### config.mk
export PLATFORM = sky130hd
export DESIGN_NAME = tpps_select
export DESIGN_NICKNAME = d
export VERILOG_FILES = /design/src/sv/tpps_pkg.sv /design/src/sv/tpps_select.sv
export SDC_FILE = /design/constraint.sdc
export NUM_CORES = 2
export LEC_CHECK = 0
export BUFFER_PORTS_ARGS = -buffer_cell sky130_fd_sc_hd__buf_2
export CORE_UTILIZATION = 40
export CTS_CLUSTER_SIZE = 30
export DETAILED_ROUTE_END_ITERATION = 8
export SYNTH_ARGS = -nofsm -noshare
export SYNTH_HDL_FRONTEND = slang
export SYNTH_SLANG_ARGS = --single-unit
### constraint.sdc
create_clock -name clk -period 14.1 [get_ports clk]
set_clock_uncertainty 0.05 [all_clocks]
set_input_delay 2.115 -clock clk [delete_from_list [all_inputs] [get_ports clk]]
set_output_delay 2.115 -clock clk [all_outputs]
set_load 0.02 [all_outputs]
### src/sv/tpps_pkg.sv
// Package for the three-point percentile selector.
// Payload structs, configuration codes, state enums and key helpers.
// No dependencies.
package tpps_pkg;

	localparam int unsigned MAX_SAMPLES = 65536;
	localparam int unsigned ADDR_W = $clog2(MAX_SAMPLES);
	localparam int unsigned CNT_W = ADDR_W + 1;
	localparam int unsigned FRAC_W = 17;
	localparam int unsigned BIT_W = 5;

	localparam logic [1:0] CFG_LOW = 2'd0;
	localparam logic [1:0] CFG_MID = 2'd1;
	localparam logic [1:0] CFG_HIGH = 2'd2;

	typedef struct packed {
		logic [31:0] sample_bits;
		logic last;
	} in_item_t;

	typedef struct packed {
		logic [31:0] low_value;
		logic [31:0] mid_value;
		logic [31:0] high_value;
		logic [16:0] kept_count;
		logic empty_res;
		logic overflow;
	} out_item_t;

	typedef struct packed {
		logic start;
		logic [CNT_W-1:0] count;
		logic [FRAC_W-1:0] low_frac;
		logic [FRAC_W-1:0] mid_frac;
		logic [FRAC_W-1:0] high_frac;
	} sel_req_t;

	typedef struct packed {
		logic done;
		logic [31:0] low_value;
		logic [31:0] mid_value;
		logic [31:0] high_value;
	} sel_rsp_t;

	typedef enum logic [1:0] {
		TOP_LOAD,
		TOP_SEL,
		TOP_DONE
	} top_state_t;

	typedef enum logic [2:0] {
		SEL_IDLE,
		SEL_RANK,
		SEL_READ,
		SEL_DRAIN,
		SEL_UPDATE
	} sel_state_t;

	function automatic logic [31:0] to_key(input logic [31:0] bits);
		return bits[31] ? ~bits : (bits | 32'h8000_0000);
	endfunction

	function automatic logic [31:0] from_key(input logic [31:0] key);
		return key[31] ? (key & 32'h7FFF_FFFF) : ~key;
	endfunction

endpackage

### src/sv/tpps_select.sv
// Radix selection engine: one memory scan per key bit, three ranks at once.
// Depends on tpps_pkg; reads the sample memory through its read port.
module tpps_select (
	input  logic clk,
	input  logic arst_n,
	input  tpps_pkg::sel_req_t req,
	output tpps_pkg::sel_rsp_t rsp,
	output logic rd_en,
	output logic [tpps_pkg::ADDR_W-1:0] rd_addr,
	input  logic [31:0] rd_data
);
	import tpps_pkg::*;

	sel_state_t state_q, state_d;
	logic [CNT_W-1:0] n_q;
	logic [ADDR_W-1:0] addr_q;
	logic [BIT_W-1:0] bit_q;
	logic rvalid_s1;
	logic [ADDR_W-1:0] k_q [3];
	logic [CNT_W-1:0] c_q [3];
	logic [31:0] pfx_q [3];
	logic [FRAC_W-1:0] frac_q [3];
	logic [ADDR_W-1:0] last_addr;
	logic [31:0] hi_mask;
	logic [31:0] key;

	assign last_addr = ADDR_W'(n_q - CNT_W'(1));
	assign hi_mask = 32'hFFFF_FFFE << bit_q;
	assign key = to_key(rd_data);

	assign rd_en = (state_q == SEL_READ);
	assign rd_addr = addr_q;

	always_comb begin
		state_d = state_q;
		case (state_q)
			SEL_IDLE: if (req.start) state_d = SEL_RANK;
			SEL_RANK: state_d = SEL_READ;
			SEL_READ: if (addr_q == last_addr) state_d = SEL_DRAIN;
			SEL_DRAIN: state_d = SEL_UPDATE;
			SEL_UPDATE: state_d = (bit_q == '0) ? SEL_IDLE : SEL_READ;
			default: state_d = SEL_IDLE;
		endcase
	end

	always_comb begin
		rsp.done = (state_q == SEL_UPDATE) && (bit_q == '0);
		rsp.low_value = from_key(pfx_q[0]);
		rsp.mid_value = from_key(pfx_q[1]);
		rsp.high_value = from_key(pfx_q[2]);
	end

	always_ff @(posedge clk or negedge arst_n) begin
		if (!arst_n) begin
			state_q <= SEL_IDLE;
			rvalid_s1 <= 1'b0;
		end else begin
			state_q <= state_d;
			rvalid_s1 <= rd_en;
		end
	end

	always_ff @(posedge clk) begin
		case (state_q)
			SEL_IDLE: begin
				if (req.start) begin
					n_q <= req.count;
					frac_q[0] <= req.low_frac;
					frac_q[1] <= req.mid_frac;
					frac_q[2] <= req.high_frac;
				end
			end
			SEL_RANK: begin
				addr_q <= '0;
				bit_q <= BIT_W'(31);
				for (int r = 0; r < 3; r++) begin
					logic [2*CNT_W-1:0] prod;
					logic [CNT_W+1:0] kk;
					prod = (2*CNT_W)'(frac_q[r]) * (2*CNT_W)'(n_q);
					kk = (CNT_W+2)'(prod[2*CNT_W-1:16]);
					k_q[r] <= (kk > (CNT_W+2)'(n_q - CNT_W'(1))) ? last_addr
						: ADDR_W'(kk);
					c_q[r] <= '0;
					pfx_q[r] <= '0;
				end
			end
			SEL_UPDATE: begin
				addr_q <= '0;
				bit_q <= bit_q - BIT_W'(1);
				for (int r = 0; r < 3; r++) begin
					c_q[r] <= '0;
					// at most k keys fall under a zero here: the bit is one
					if (CNT_W'(k_q[r]) >= c_q[r]) begin
						pfx_q[r][bit_q] <= 1'b1;
						k_q[r] <= k_q[r] - ADDR_W'(c_q[r]);
					end
				end
			end
			default: begin
				if (state_q == SEL_READ) begin
					addr_q <= addr_q + ADDR_W'(1);
				end
			end
		endcase
		if (rvalid_s1) begin
			for (int r = 0; r < 3; r++) begin
				if ((((key ^ pfx_q[r]) & hi_mask) == '0) && !key[bit_q]) begin
					c_q[r] <= c_q[r] + CNT_W'(1);
				end
			end
		end
	end

endmodule

==> flow_summary.toml <==
[die]
io-pin-count = 217
start_util = 0.406
dieWidth_um = 343
core_um2 = 115000
fp-row-count = 124
die-area_um2 = 118000
die_h_um = 343

[outcome]
status = "finished, final reports clean"

[finish]
drive_gt1_frac = 0.0716
synthToLayoutAreaGrowth_pct = 8.12
nets = 6354
final_cell_mix = "inv_1 (938), nand2_1 (670), fa_1 (669)"
final_common_cell = "inv_1"
antenna_cells = 0

[hold_path]
min_from = "state_q[2]"
min_path_type = "reg2reg"
hold_depth = 1
min_to = "state_q[0]"

[setup_path]
crit_fanout = 37
rrSetupSlack_ns = 4.18
cp.depth = 27
cp_slowest_stage_delay_ns = 0.96
required_ns = 14.38
r2r_start = "n_q[4]"
cp_data_arrival_time_ns = 10.20
r2r-end = "k_q[0][28]"
r2r_cells = 27
path_delay_family = "adder cells"
crit_path_end_kind = "flop"
path_common_cell = "fa_1"
worstSetupPathType = "reg2reg"
cp-start-kind = "flop"
cp_slowest_cell = "o41ai_1"
crit_buf_inv = 5

[grt]
met1_usage = 0.311
grt_usage = 0.227
grt_pass1_vias = 37000
overflow = 0
busiest_layer = "met2"
grt_max_degree = 99
antenna_found_initial = 2
global_route.usage.met2 = 0.373
gr-usage-met3 = 0.0257
grt_pass1_wl_mm = 208

[clock_tree]
clock_latency_ns = 0.63
cts_tree = "yes"
cts.sinks = 288
cts_hold_buf = 0
postCtsSetupBuffers = 0
cts_resized = 0
htree_num_levels = 2
cts_buffer_depth = 3
ctsRootBufferMaster = "clkbuf_16"
cts_made_buffers = 39
clkTransAtPathRegs_ns = 0.06

[sta]
tightest_slew_ns = 1.17
rsz0062_at_grt = "no"
hold_viol_final = 0
finalMaxSlewViolations = 0
post-route-period-util = 0.704
final.setup.tns_ns = 0
finalSetupViolCount = 0
whs_ns = 0.550
max_freq_ghz = 0.101
period_needed_ns = 9.92
max_slew_margin = 0.213

[route]
drc = 0
drt-pass1-iter-count = 6
vias_per_cell = 5.29
drt-total-wl_mm = 131
drt_iter0_drc = 2489
routed-via-count = 35400
avgRoutedWirePerCell_um = 19.5
postRouteAntennaNets = 0

[run]
maxCapViolCount = 0

[logic_synthesis]
synth_ff_type = "edfxtp_1"
synth_edf_count = 284
ys_ff_latch = 288
syn-num-nets = 6294
synthCells = 5088
synth.distinct_cells = 80
syn_area_um2 = 46600
ys_seq_area_frac = 0.185
yosys_warnings = 0
avgSynthCellArea_um2 = 9.17
synthArstFlopShare = 0.0139

[placement]
gp_congestion = 0.943
dp_hpwl_mm = 96.6
io_buffers = 216
## cell usage after synthesis, types with 7 or more instances
cell      number  area (um^2)
fa_1         669        13400
o221ai_1       7         61.3
o21a_1        16          120
and3_1        23          144
a22oi_1        7         52.6
a21o_1        49          368
nor2_1       198          743
xnor2_1      272         2380
edfxtp_1     284         8530
a211oi_1      21          158
nand3_1       67          335
and2_1       346         2160
nand4_1       35          219
nor4_1        15         93.8
o211ai_1      15          113
nor2b_1       29          181
a211o_1        8         70.1
nor3_1        43          215
or3_1         17          106
nand2_1      672         2520
mux4_2         7          158
a31oi_1       13         81.3
o22ai_1        7         43.8
inv_1        938         3520
a21oi_1      154          771
or2_2         11         68.8
or4_1          7         52.6
xor2_1       125         1090
o21ai_0      178          891
nand2b_1      15         93.8
buf_2         21          105
ha_1         434         5430
a221oi_1      12          105
a32oi_1        7         61.3
nand3b_1       7         52.6
mux2i_1       25          250
o21bai_1      12         90.1
buf_1         16         60.1
o31ai_1        8         60.1
clkbuf_1     206          773
## per-layer routing
layer	part of all wire	vias to the layer above
met5	0	-
met4	0.032	0
met3	0.061	204
met2	0.47	1159
met1	0.44	17800
li1	-	16200
## stage by stage
| stage | util | instances | instance area [um^2] | setup WS (ns) |
|---|---|---|---|---|
| after floorplan | - | 5088 | 46600 | 5.92 |
| after global placement | 0.427 | 6619 | 49100 | 4.57 |
| after detailed placement | 0.427 | 6619 | 49100 | 4.30 |
| after CTS | 0.439 | 6690 | 50400 | 4.29 |
| after global routing | 0.439 | 6690 | 50400 | 3.71 |
| final | 0.439 | 6690 | 50400 | 4.18 |
## flip-flops by register name (all words and copies together), names as in the netlist
signal and flops:
rd_addr 16, n_q 17, state_q 3, bit_q 5, rvalid_s1 1, k_q 48, frac_q 51, c_q 51
pfx_q 96
## worst max-delay path by stage
stage	start	endpoint	slack, ns
after global routing	n_q[4]	k_q[0][29]	3.71
after CTS	n_q[14]	k_q[0][24]	4.29
after floorplan	n_q[12]	k_q[0][31]	5.92
after global placement	n_q[4]	k_q[0][28]	4.57
after detailed placement	n_q[14]	k_q[0][24]	4.30
final	n_q[4]	k_q[0][28]	4.18
## cells by family (layout without fill, tap and decap cells)
kind of cell	after synthesis	count (layout)	share of synthesized area
buffers and inverters	1185	1275	0.0962
XOR/XNOR	397	397	0.0745
multiplexers	36	36	0.00971
AO/OA/AOI/OAI	576	576	0.0774
AND/OR/NAND/NOR	1503	1503	0.154
adder cells (fa/ha/maj)	1103	1103	0.404
flip-flops	288	288	0.185
## cell type report
class | instances | area (um^2)
Fill cell | 11200 | 64500
Multi-Input combinational cell | 3615 | 33600
Sequential cell | 288 | 8630
Inverter | 940 | 3530
Tap cell | 1512 | 1890
Timing Repair Buffer | 264 | 1440
Clock buffer | 43 | 1010
Clock inverter | 28 | 369
Power is not shown: default switching activity piles up to over one toggle a cycle in this logic, so the estimate is an artifact.
